<file path="src/rtl/core/skvs_pkg.sv">
package skvs_pkg;

    localparam int KEY_W   = 64;
    localparam int VALUE_W = 32;

    localparam logic       MODE_LOOKUP = 1'b0;
    localparam logic       MODE_SET    = 1'b1;

    localparam logic [1:0] ST_OK      = 2'd0;
    localparam logic [1:0] ST_MISSING = 2'd1;
    localparam logic [1:0] ST_FULL    = 2'd2;

    // per-cell write control for the update cycle
    typedef struct packed {
        logic shift;     // take key and value from the lower neighbour
        logic load;      // take the key and value of the item
        logic wr_value;  // overwrite only the value
    } t_cell_ctl;

endpackage

</file>
<file path="src/rtl/core/skvs_cell.sv">
module skvs_cell (
    input  logic                                 i_clk,
    input  logic                                 i_cmp_en,
    input  logic                                 i_occ,
    input  logic [skvs_pkg::KEY_W-1:0]           i_req_key,
    input  skvs_pkg::t_cell_ctl                  i_ctl,
    input  logic [skvs_pkg::KEY_W-1:0]           i_prev_key,
    input  logic signed [skvs_pkg::VALUE_W-1:0]  i_prev_value,
    input  logic signed [skvs_pkg::VALUE_W-1:0]  i_new_value,
    output logic [skvs_pkg::KEY_W-1:0]           o_key,
    output logic signed [skvs_pkg::VALUE_W-1:0]  o_value,
    output logic                                 o_lt,
    output logic                                 o_eq
);

    logic [skvs_pkg::KEY_W-1:0]          r_key;
    logic signed [skvs_pkg::VALUE_W-1:0] r_value;
    logic                                r_lt;
    logic                                r_eq;

    // compare flags are registered so the update cycle sees only local bits
    always_ff @(posedge i_clk) begin
        if (i_cmp_en) begin
            r_lt <= i_occ && (r_key < i_req_key);
            r_eq <= i_occ && (r_key == i_req_key);
        end
    end

    always_ff @(posedge i_clk) begin
        priority if (i_ctl.shift) begin
            r_key   <= i_prev_key;
            r_value <= i_prev_value;
        end else if (i_ctl.load) begin
            r_key   <= i_req_key;
            r_value <= i_new_value;
        end else if (i_ctl.wr_value) begin
            r_value <= i_new_value;
        end else begin
            r_key   <= r_key;
            r_value <= r_value;
        end
    end

    assign o_key   = r_key;
    assign o_value = r_value;
    assign o_lt    = r_lt;
    assign o_eq    = r_eq;

endmodule
</file>
<file path="config.mk">
export PLATFORM = sky130hd
export DESIGN_NAME = skvs_cell
export DESIGN_NICKNAME = d
export VERILOG_FILES = /design/src/rtl/core/skvs_pkg.sv /design/src/rtl/core/skvs_cell.sv
export SDC_FILE = /design/constraint.sdc
export NUM_CORES = 1
export LEC_CHECK = 0
export BUFFER_PORTS_ARGS = -buffer_cell sky130_fd_sc_hd__buf_2
export CAP_MARGIN = 20
export CORE_MARGIN = 4
export CORE_UTILIZATION = 44
export CTS_CLUSTER_DIAMETER = 40
export DETAILED_ROUTE_END_ITERATION = 6
export PLACE_DENSITY = 0.79
export SKIP_CTS_REPAIR_TIMING = 1
export SLEW_MARGIN = 20
export SYNTH_ARGS = -nofsm -noshare
export SYNTH_HDL_FRONTEND = slang
export SYNTH_SLANG_ARGS = --single-unit
</file>
<file path="constraint.sdc">
create_clock -name i_clk -period 2.5 [get_ports i_clk]
set_clock_uncertainty 0.1 [all_clocks]
set_input_delay 0.25 -clock i_clk [delete_from_list [all_inputs] [get_ports i_clk]]
set_output_delay 0.25 -clock i_clk [all_outputs]
set_load 0.1 [all_outputs]
</file>
==> flow_summary.ini, run 1 <==
[grt]
use_met2 = 0.3755
grt_pass1_vias = 5015
met1_usage = 0.2406
grtUsageTotal = 0.2115
grt_first_pass_wirelength_um = 24070
grt_max_degree = 83
grt-busiest-layer = met2
gr-total-overflow = 0
grt_use_met3 = 0.04630
antenna_found_initial = 2

[power_and_ir_drop]
p_per_area_nw_per_um2 = 754.5
ir_drop_mv = 0.4438
p_leak_nw = 3.780
p_total_mw = 5.762

[logic_synthesis]
yosysMostFrequentCell = edfxtp_1
async_flop_share = 0
synth_area_leaders = edfxtp_1 53%, ha_1 14%, mux2_2 6.7%
ys_seq_area_frac = 0.5277
synth_top_area_frac = 0.5277
yosysTopAreaCell = edfxtp_1
synth_nets = 766
postSynthCellCount = 504
synth_cell_types = 28
synth-edff-count = 98
yosys_warnings = 0
yosys_most_used_dff = edfxtp_1
synth_area_per_cell_sq_um = 11.06
syn_area_sq_um = 5577
synthTopCellsByCount = 98 x edfxtp_1, 76 x nand2_1, 69 x o21ai_0, 66 x inv_1, 64 x ha_1
yosys_register_bits = 98

[placed_design]
dpl.hpwl_um = 12780
place_ws_ps = 158.6
gp_congestion = 0.8443
place_inst = 955
port_buffers = 295
postPlaceCellArea_sq_um = 7318

[floorplanning]
pin_count = 296
start_util = 0.4567
die_x_um = 120.6
die_area_sq_um = 14540
coreArea_sq_um = 12210
row_count = 40
fp.dieH_um = 120.6

[routing]
wl_um = 15720
drt-wirelength-per-cell_um = 16.17
drtAntennaViolNets = 0
drt_iter0_drc = 264
viasPerCell = 5.029
detail_route.first_pass.iterations = 5
drc_errors = 0
route.vias.total = 4888

[cts]
htreeDepth = 3
path_clk_slew_ps = 70
clock_latency_ps = 340
cts_buffers = 9
clockRootBuffer = clkbuf_16
cts_sinks = 98
clock_path_buffers = 2
cts_tree = yes

[sta]
slew_headroom = 0.5552
finalSetupViolations = 0
slew_violations = 0
setup_ws_ps = 208.5
hold_viol_final = 0
fmax_mhz = 436.4
finalCritPeriodShare = 0.9166
min_period_ps = 2291
rsz0062_at_grt = no
worst_pin_slew_ps = 667.3

[setup_path]
critPathMaxFanout = 3
reg2reg_from = o_key[43]
cp-endpoint = o_lt
r2r_cells = 7
worstSetupPathType = register to register
r2r-end = o_lt
cp-start-kind = register
r2r_setup_slack_ps = 210
crit_path_end_kind = register
crit_arrival_ps = 2270
startpoint = o_key[43]
required_ps = 2480

[cells_and_area]
syn2layout_area_growth_pct = 36.95
fin_util = 0.6254
drive_above_1_share = 0.4458
final_area_sq_um = 7637
finalNonFillerCells = 972
final_nets = 1060

[outcome]
outcome = complete, no violations

[flow_run]
drv_cap = 0

[hold_path]
min_path_type = input pin to register
## through the flow
stage	hold slack, ps	TNS [ps]
2_1_floorplan	262.5	-60.80
3_3_place_gp	372.6	0
3_5_place_dp	373.4	0
4_1_cts	4.425	0
5_1_grt	15.96	0
6_report	24.96	0
## logic make-up after synthesis
| group | Yosys count | synth area share |
|---|---|---|
| AO/OA/AOI/OAI | 111 | 0.1081 |
| adder cells (fa/ha/maj) | 64 | 0.1436 |
| flip-flops | 98 | 0.5277 |
| AND/OR/NAND/NOR | 114 | 0.09737 |
| multiplexers | 33 | 0.06664 |
| buffers and inverters | 84 | 0.05654 |
## critical path, stage by stage, from the launching register on
cell	delay (ps)
edfxtp_1	440
ha_4	300
nand4_1	130
nor4_2	330
nor3b_2	250
nand3_1	150
nor4_2	220
a221oi_1	110
## area by class of cell
type | count | area, sq um
fillers | 1053 | 4574
flip-flops and latches | 98 | 2943
multi-input cells | 322 | 2369
repair buffers | 301 | 1549
inverters | 66 | 247.7
clock buffers | 9 | 225.2
well taps | 168 | 210.2
clock inverters | 7 | 91.34
diodes | 1 | 2.502
## sequential cells by signal (all words and copies together) (netlist names)
register and count:
o_eq 1, o_key 64, o_lt 1, o_value 32
## routing by layer
layer  part of all wire  wire [um]  vias to the layer above
li1                   -          -                     2405
met1               0.38       6012                     2208
met2               0.50       7865                      234
met3              0.081       1279                       39
met4              0.035        545                        2
met5            0.00083         13                        -
## worst min-delay path by stage
| stage | from | cells past startpoint | endpoint |
|---|---|---|---|
| global placement | i_cmp_en | 1 | o_lt |
| global route | i_cmp_en | 1 | o_eq |
| floorplan | i_cmp_en | 0 | o_eq |
| CTS | i_cmp_en | 1 | o_eq |
| detailed placement | i_cmp_en | 1 | o_lt |
| finish | i_cmp_en | 1 | o_eq |
## report_power, final
part,internal [mW],switching [mW],total [mW]
Clock,0.874,0.612,1.49
Combinational,0.453,1.72,2.18
Sequential,2.02,0.0818,2.10
Total,3.34,2.42,5.76
## cell usage in the layout, fill, tap and decap left out, types with 2 or more instances in the layout
cell type     n
nor4_2        2
nand4_1      13
edfxtp_1     98
nand2_1      76
a221oi_1      3
clkbuf_16     9
clkinvlp_4    2
buf_2       294
inv_1        66
mux2_2       33
a21o_1        8
buf_12        2
a2111oi_0     2
bufinv_16     2
nor2_1        4
ha_1         60
o21ai_0      69
clkinv_1      2
ha_4          4
nand3_1       9
buf_4         5
a21oi_1      26
No activity file was read; power rests on OpenSTA's default activity.
==> inputs of run 2 (changes only) <==
--- a/config.mk
+++ b/config.mk
@@ -7,6 +7,7 @@
 export LEC_CHECK = 0
 export BUFFER_PORTS_ARGS = -buffer_cell sky130_fd_sc_hd__buf_2
 export CAP_MARGIN = 20
+export CORE_ASPECT_RATIO = 1.4
 export CORE_MARGIN = 4
 export CORE_UTILIZATION = 44
 export CTS_CLUSTER_DIAMETER = 40
==> run 2 against run 1 <==
Net effect:
- utilization fell by 1.5 points
- critical endpoint unchanged
- largest cell class unchanged
- cell area fell by 1.2%
- register-to-register slack improved by 20 ps
- non-clock buffer count did not move
- clock power fell by 11%
- first-iteration DRC count fell by 49%
- critical path depth fell by 1
==> flow_summary.ini, run 2 (synthesis gave the netlist of run 1 again) <==
[cells_and_area]
final_cell_mix = 294 x buf_2, 98 x edfxtp_1, 76 x nand2_1
syn2layout_area_growth_pct = 35.36
final_nets = 1060
mostFrequentLayoutCell = buf_2
drive_above_1_share = 0.4471
final_area_sq_um = 7548
fillers = 1054
largest_reg_flops = 64
diodes = 0
fin_util = 0.6101
regArea_sq_um = 2943
multi_input_area_sq_um = 2369

[routing]
drtAntennaViolNets = 0
viasPerCell = 5.088
drt_iter0_drc = 134
detail_route.first_pass.iterations = 4
wl_um = 16070
route.vias.total = 4849
drc_errors = 0
drt-wirelength-per-cell_um = 16.86

[setup_path]
slowest_stage = nor4_4
cp-start-kind = register
required_ps = 2460
crit_arrival_ps = 2230
worstSetupPathType = register to register
crit_path_end_kind = register
critPathMaxFanout = 4
crit_chain = ha_1 -> nand4_1 -> nor4_4 -> nand3_1 -> nor4_2 -> a221oi_1
cpPeakStageDelay_ps = 440
cp_top_family = simple AND/OR/NAND/NOR gates
path_buf_inv = 0

[sta]
rsz0062_at_grt = no
setup_tns_ps = 0
worst_hold_slack_ps = 50.20
finalCritPeriodShare = 0.9092
hold_viol_final = 0
fmax_mhz = 439.9
min_period_ps = 2273
finalSetupViolations = 0
slew_headroom = 0.4648
slew_violations = 0
worst_pin_slew_ps = 802.8

[cts]
clock_latency_ps = 340
path_clk_slew_ps = 80
htreeDepth = 3
cts_sinks = 98
clockRootBuffer = clkbuf_16
clock_path_buffers = 2
cts_tree = yes
cts_buffers = 9

[floorplanning]
die_area_sq_um = 14560
fp.dieH_um = 141.2
start_util = 0.4507
die_x_um = 103.1
coreArea_sq_um = 12370
pin_count = 296
row_count = 48

[power_and_ir_drop]
p_leak_nw = 3.754
p_per_area_nw_per_um2 = 741.6
ir_drop_mv = 0.4648

[grt]
grt_pass1_vias = 5108
grt_max_degree = 89
antenna_found_initial = 1
gr-total-overflow = 0
grtUsageTotal = 0.2164
grt_first_pass_wirelength_um = 24180

[outcome]
outcome = complete, no violations

[placed_design]
port_buffers = 295
postPlaceCellArea_sq_um = 7271
dpl.hpwl_um = 13420
gp_congestion = 0.8663

[hold_path]
min_path_type = input pin to register

[flow_run]
drv_cap = 0
run 2: worst register-to-register path: cells and delay by family, from the launching register on:
kind	cells	cell delay, ps
adder cells (fa/ha/maj)	1	340
AND/OR/NAND/NOR	4	1040
flip-flops	1	390
AO/OA/AOI/OAI	1	120
run 2: final timing paths:
path,from,cells after the start,slack [ps],endpoint
worst max-delay path,o_key[62],6,230,o_lt
worst min-delay path,i_cmp_en,1,50,o_eq
worst max register to register,o_key[62],6,230,o_lt
worst min register to register,o_key[47],4,800,o_lt
run 2: layout make-up:
class                   instances  share of cell area
clock buffers                  10             0.03033
clock inverters                 6            0.006464
inverters                      66             0.03282
multi-input cells             322              0.3138
flip-flops and latches         98              0.3899
well taps                     150             0.02486
repair buffers                301              0.2019
run 2: per-layer routing:
| layer | vias to the layer above | part of all wire | track usage |
|---|---|---|---|
| li1 | 2403 | - | - |
| met1 | 2188 | 0.37 | 0.2367 |
| met2 | 223 | 0.52 | 0.3980 |
| met3 | 33 | 0.086 | 0.05644 |
| met4 | 2 | 0.024 | 0.06753 |
| met5 | - | 0.00081 | 0 |
run 2: power breakdown:
group          switching, mW  leakage, nW  internal, mW
Combinational           1.73         2.61         0.449
Clock                  0.633        0.131         0.689
Sequential            0.0793         1.01          2.02
run 2: per-stage QoR:
step,setup WS [ps],std cells,total power [mW]
after floorplan,-60.80,504,3.837
after global placement,261.1,937,4.302
after detailed placement,201.1,937,4.324
after CTS,167.7,953,5.642
after global routing,5.918,953,5.843
final,226.9,953,5.598
==> inputs of run 3 (changes only) <==
--- a/config.mk
+++ b/config.mk
@@ -5,14 +5,18 @@
 export SDC_FILE = /design/constraint.sdc
 export NUM_CORES = 1
 export LEC_CHECK = 0
+export ABC_AREA = 1
 export BUFFER_PORTS_ARGS = -buffer_cell sky130_fd_sc_hd__buf_2
 export CAP_MARGIN = 20
+export CELL_PAD_IN_SITES_DETAIL_PLACEMENT = 1
+export CELL_PAD_IN_SITES_GLOBAL_PLACEMENT = 1
 export CORE_ASPECT_RATIO = 1.4
 export CORE_MARGIN = 4
-export CORE_UTILIZATION = 44
+export CORE_UTILIZATION = 33
 export CTS_CLUSTER_DIAMETER = 40
 export DETAILED_ROUTE_END_ITERATION = 6
-export PLACE_DENSITY = 0.79
+export MAX_ROUTING_LAYER = met4
+export PLACE_DENSITY_LB_ADDON = 0.1
 export SKIP_CTS_REPAIR_TIMING = 1
 export SLEW_MARGIN = 20
 export SYNTH_ARGS = -nofsm -noshare
==> run 3 against run 2 <==
Net effect:
- hold slack lost 25 ps
- global-route usage down 2.3 points
- register-to-register slack gained 400 ps
- largest power group unchanged
==> flow_summary.ini, run 3 <==
[outcome]
outcome = complete, no violations

[floorplanning]
pin_count = 296
start_util = 0.3396
die_area_sq_um = 19660
die_x_um = 119.6
fp.dieH_um = 164.3
row_count = 56
coreArea_sq_um = 16960

[setup_path]
crit_path_end_kind = register
worstSetupPathType = register to register
critPathMaxFanout = 3
startpoint = o_key[23]
reg2reg_from = o_key[23]
cp-start-kind = register
crit_arrival_ps = 1880
required_ps = 2500
r2r_setup_slack_ps = 620

[power_and_ir_drop]
p_switching_mw = 2.503
power_frac_seq = 0.361
p_total_mw = 5.832
ir_drop_mv = 0.3409
internal-power_mw = 3.329
switching_share = 0.4292
p_comb_frac = 0.379
p_per_area_nw_per_um2 = 748.8
clockPowerShare = 0.260
p_leak_nw = 4.121

[logic_synthesis]
yosys_most_used_dff = edfxtp_1
yosysTopAreaCell = edfxtp_1
synth_nets = 899
synth_cell_types = 23
synth_area_per_cell_sq_um = 9.039
syn_area_sq_um = 5758
synthTopCellsByCount = 226 x nand2_1, 98 x edfxtp_1, 82 x inv_1, 67 x o21ai_0, 64 x ha_1
ys_seq_area_frac = 0.5111
yosys_warnings = 0
yosys_register_bits = 98
synth_top_area_frac = 0.5111
synth_area_leaders = edfxtp_1 51%, nand2_1 15%, ha_1 14%
yosysMostFrequentCell = nand2_1
async_flop_share = 0
synth-edff-count = 98
postSynthCellCount = 637

[placed_design]
gp_congestion = 0.7949
port_buffers = 295
dpl.hpwl_um = 15090
place_ws_ps = 595.0
place_inst = 1145

[grt]
antenna_found_initial = 0
grt_first_pass_wirelength_um = 28880
grtUsageTotal = 0.1935
grt_max_degree = 161
grt_pass1_vias = 5895
gr-total-overflow = 0

[sta]
worst_pin_slew_ps = 725.7
setup_tns_ps = 0
setup_ws_ps = 625.0
finalCritPeriodShare = 0.7500
slew_violations = 0
finalSetupViolations = 0
rsz0062_at_grt = no
fmax_mhz = 533.3
hold_viol_final = 0
min_period_ps = 1875
slew_headroom = 0.5162

[cells_and_area]
final_nets = 1186
syn2layout_area_growth_pct = 35.27
final_cell_mix = 294 x buf_2, 226 x nand2_1, 98 x edfxtp_1
mostFrequentLayoutCell = buf_2
largest_reg_flops = 64
fillers = 2162
finalNonFillerCells = 1161
drive_above_1_share = 0.3520
diodes = 0

[cts]
htreeDepth = 3
cts_tree = yes
clockRootBuffer = clkbuf_16
cts_sinks = 98
cts_buffers = 9
clock_path_buffers = 2
path_clk_slew_ps = 70
clock_latency_ps = 350

[hold_path]
hp-start = i_cmp_en
min_path_type = input pin to register

[routing]
route.vias.total = 5323
drt-wirelength-per-cell_um = 15.93
wl_um = 18500
drc_errors = 0
viasPerCell = 4.585
drt_iter0_drc = 137
drtAntennaViolNets = 0
detail_route.first_pass.iterations = 4

[flow_run]
drv_cap = 0
-- run 3: cell types whose count changed in the layout (fill, tap and decap cells not counted), sizes merged, moves of 4 or more --
| cell | change |
|---|---|
| a21o | -4 |
| buf | -4 |
| inv | +15 |
| mux2 | -33 |
| nand2 | +154 |
| nand4 | -10 |
| nor2 | +19 |
| nor3 | +4 |
| nor4 | -4 |
-- run 3: worst max-delay path, cell delays in order, from the launching register on --
cell,delay (ps)
edfxtp_1,410
ha_1,340
nand4_1,130
nor3_1,260
nand2_1,100
nor2_2,110
nand2_1,60
nand3_1,60
nor2_1,40
-- run 3: area by class of cell --
type | instances | area, sq um | area share
multi-input cells | 435 | 2407 | 0.3091
flip-flops and latches | 98 | 2943 | 0.3778
inverters | 83 | 311.5 | 0.04000
clock inverters | 7 | 92.59 | 0.01189
repair buffers | 297 | 1519 | 0.1950
well taps | 232 | 290.3 | 0.03727
clock buffers | 9 | 225.2 | 0.02892
-- run 3: through the flow --
stage / utilization / hold slack (ps) / cell area [sq um]
finish: 0.4593 / 24.88 / 7789
global route: 0.4593 / 18.73 / 7789
CTS: 0.4593 / 13.03 / 7789
detailed placement: 0.4406 / 378.1 / 7471
global placement: 0.4406 / 369.5 / 7471
floorplan: - / 262.5 / 5758
-- run 3: power by group through the flow --
| stage | clock network, mW | logic, mW | registers, mW |
|---|---|---|---|
| finish | 1.52 | 2.21 | 2.10 |
| global route | 1.62 | 2.37 | 2.13 |
| CTS | 1.56 | 2.24 | 2.11 |
| detailed placement | 0 | 2.23 | 2.14 |
| global placement | 0 | 2.20 | 2.13 |
| floorplan | 0 | 0.440 | 3.41 |
-- run 3: cell families (layout without fill, tap and decap cells) --
logic type      count (synthesis)  count (layout)  share of synthesized area
compound gates                 98              98                    0.08779
buf+inv                       104             396                    0.07127
flops                          98              98                     0.5111
fa+ha+maj                      64              64                     0.1391
simple gates                  273             273                     0.1908
-- run 3: worst paths after layout --
check	cells after the start	to
setup / recovery	8	o_lt
hold / removal	1	o_lt
setup reg to reg	8	o_lt
hold reg to reg	7	o_lt
-- run 3: layer usage --
layer / up-vias / GRT usage / wire, um
li1: 2674 / - / -
met1: 2422 / 0.1856 / 6483
met2: 202 / 0.3627 / 9956
met3: 25 / 0.05787 / 1563
met4: 0 / 0.07452 / 495
met5: - / - / 0
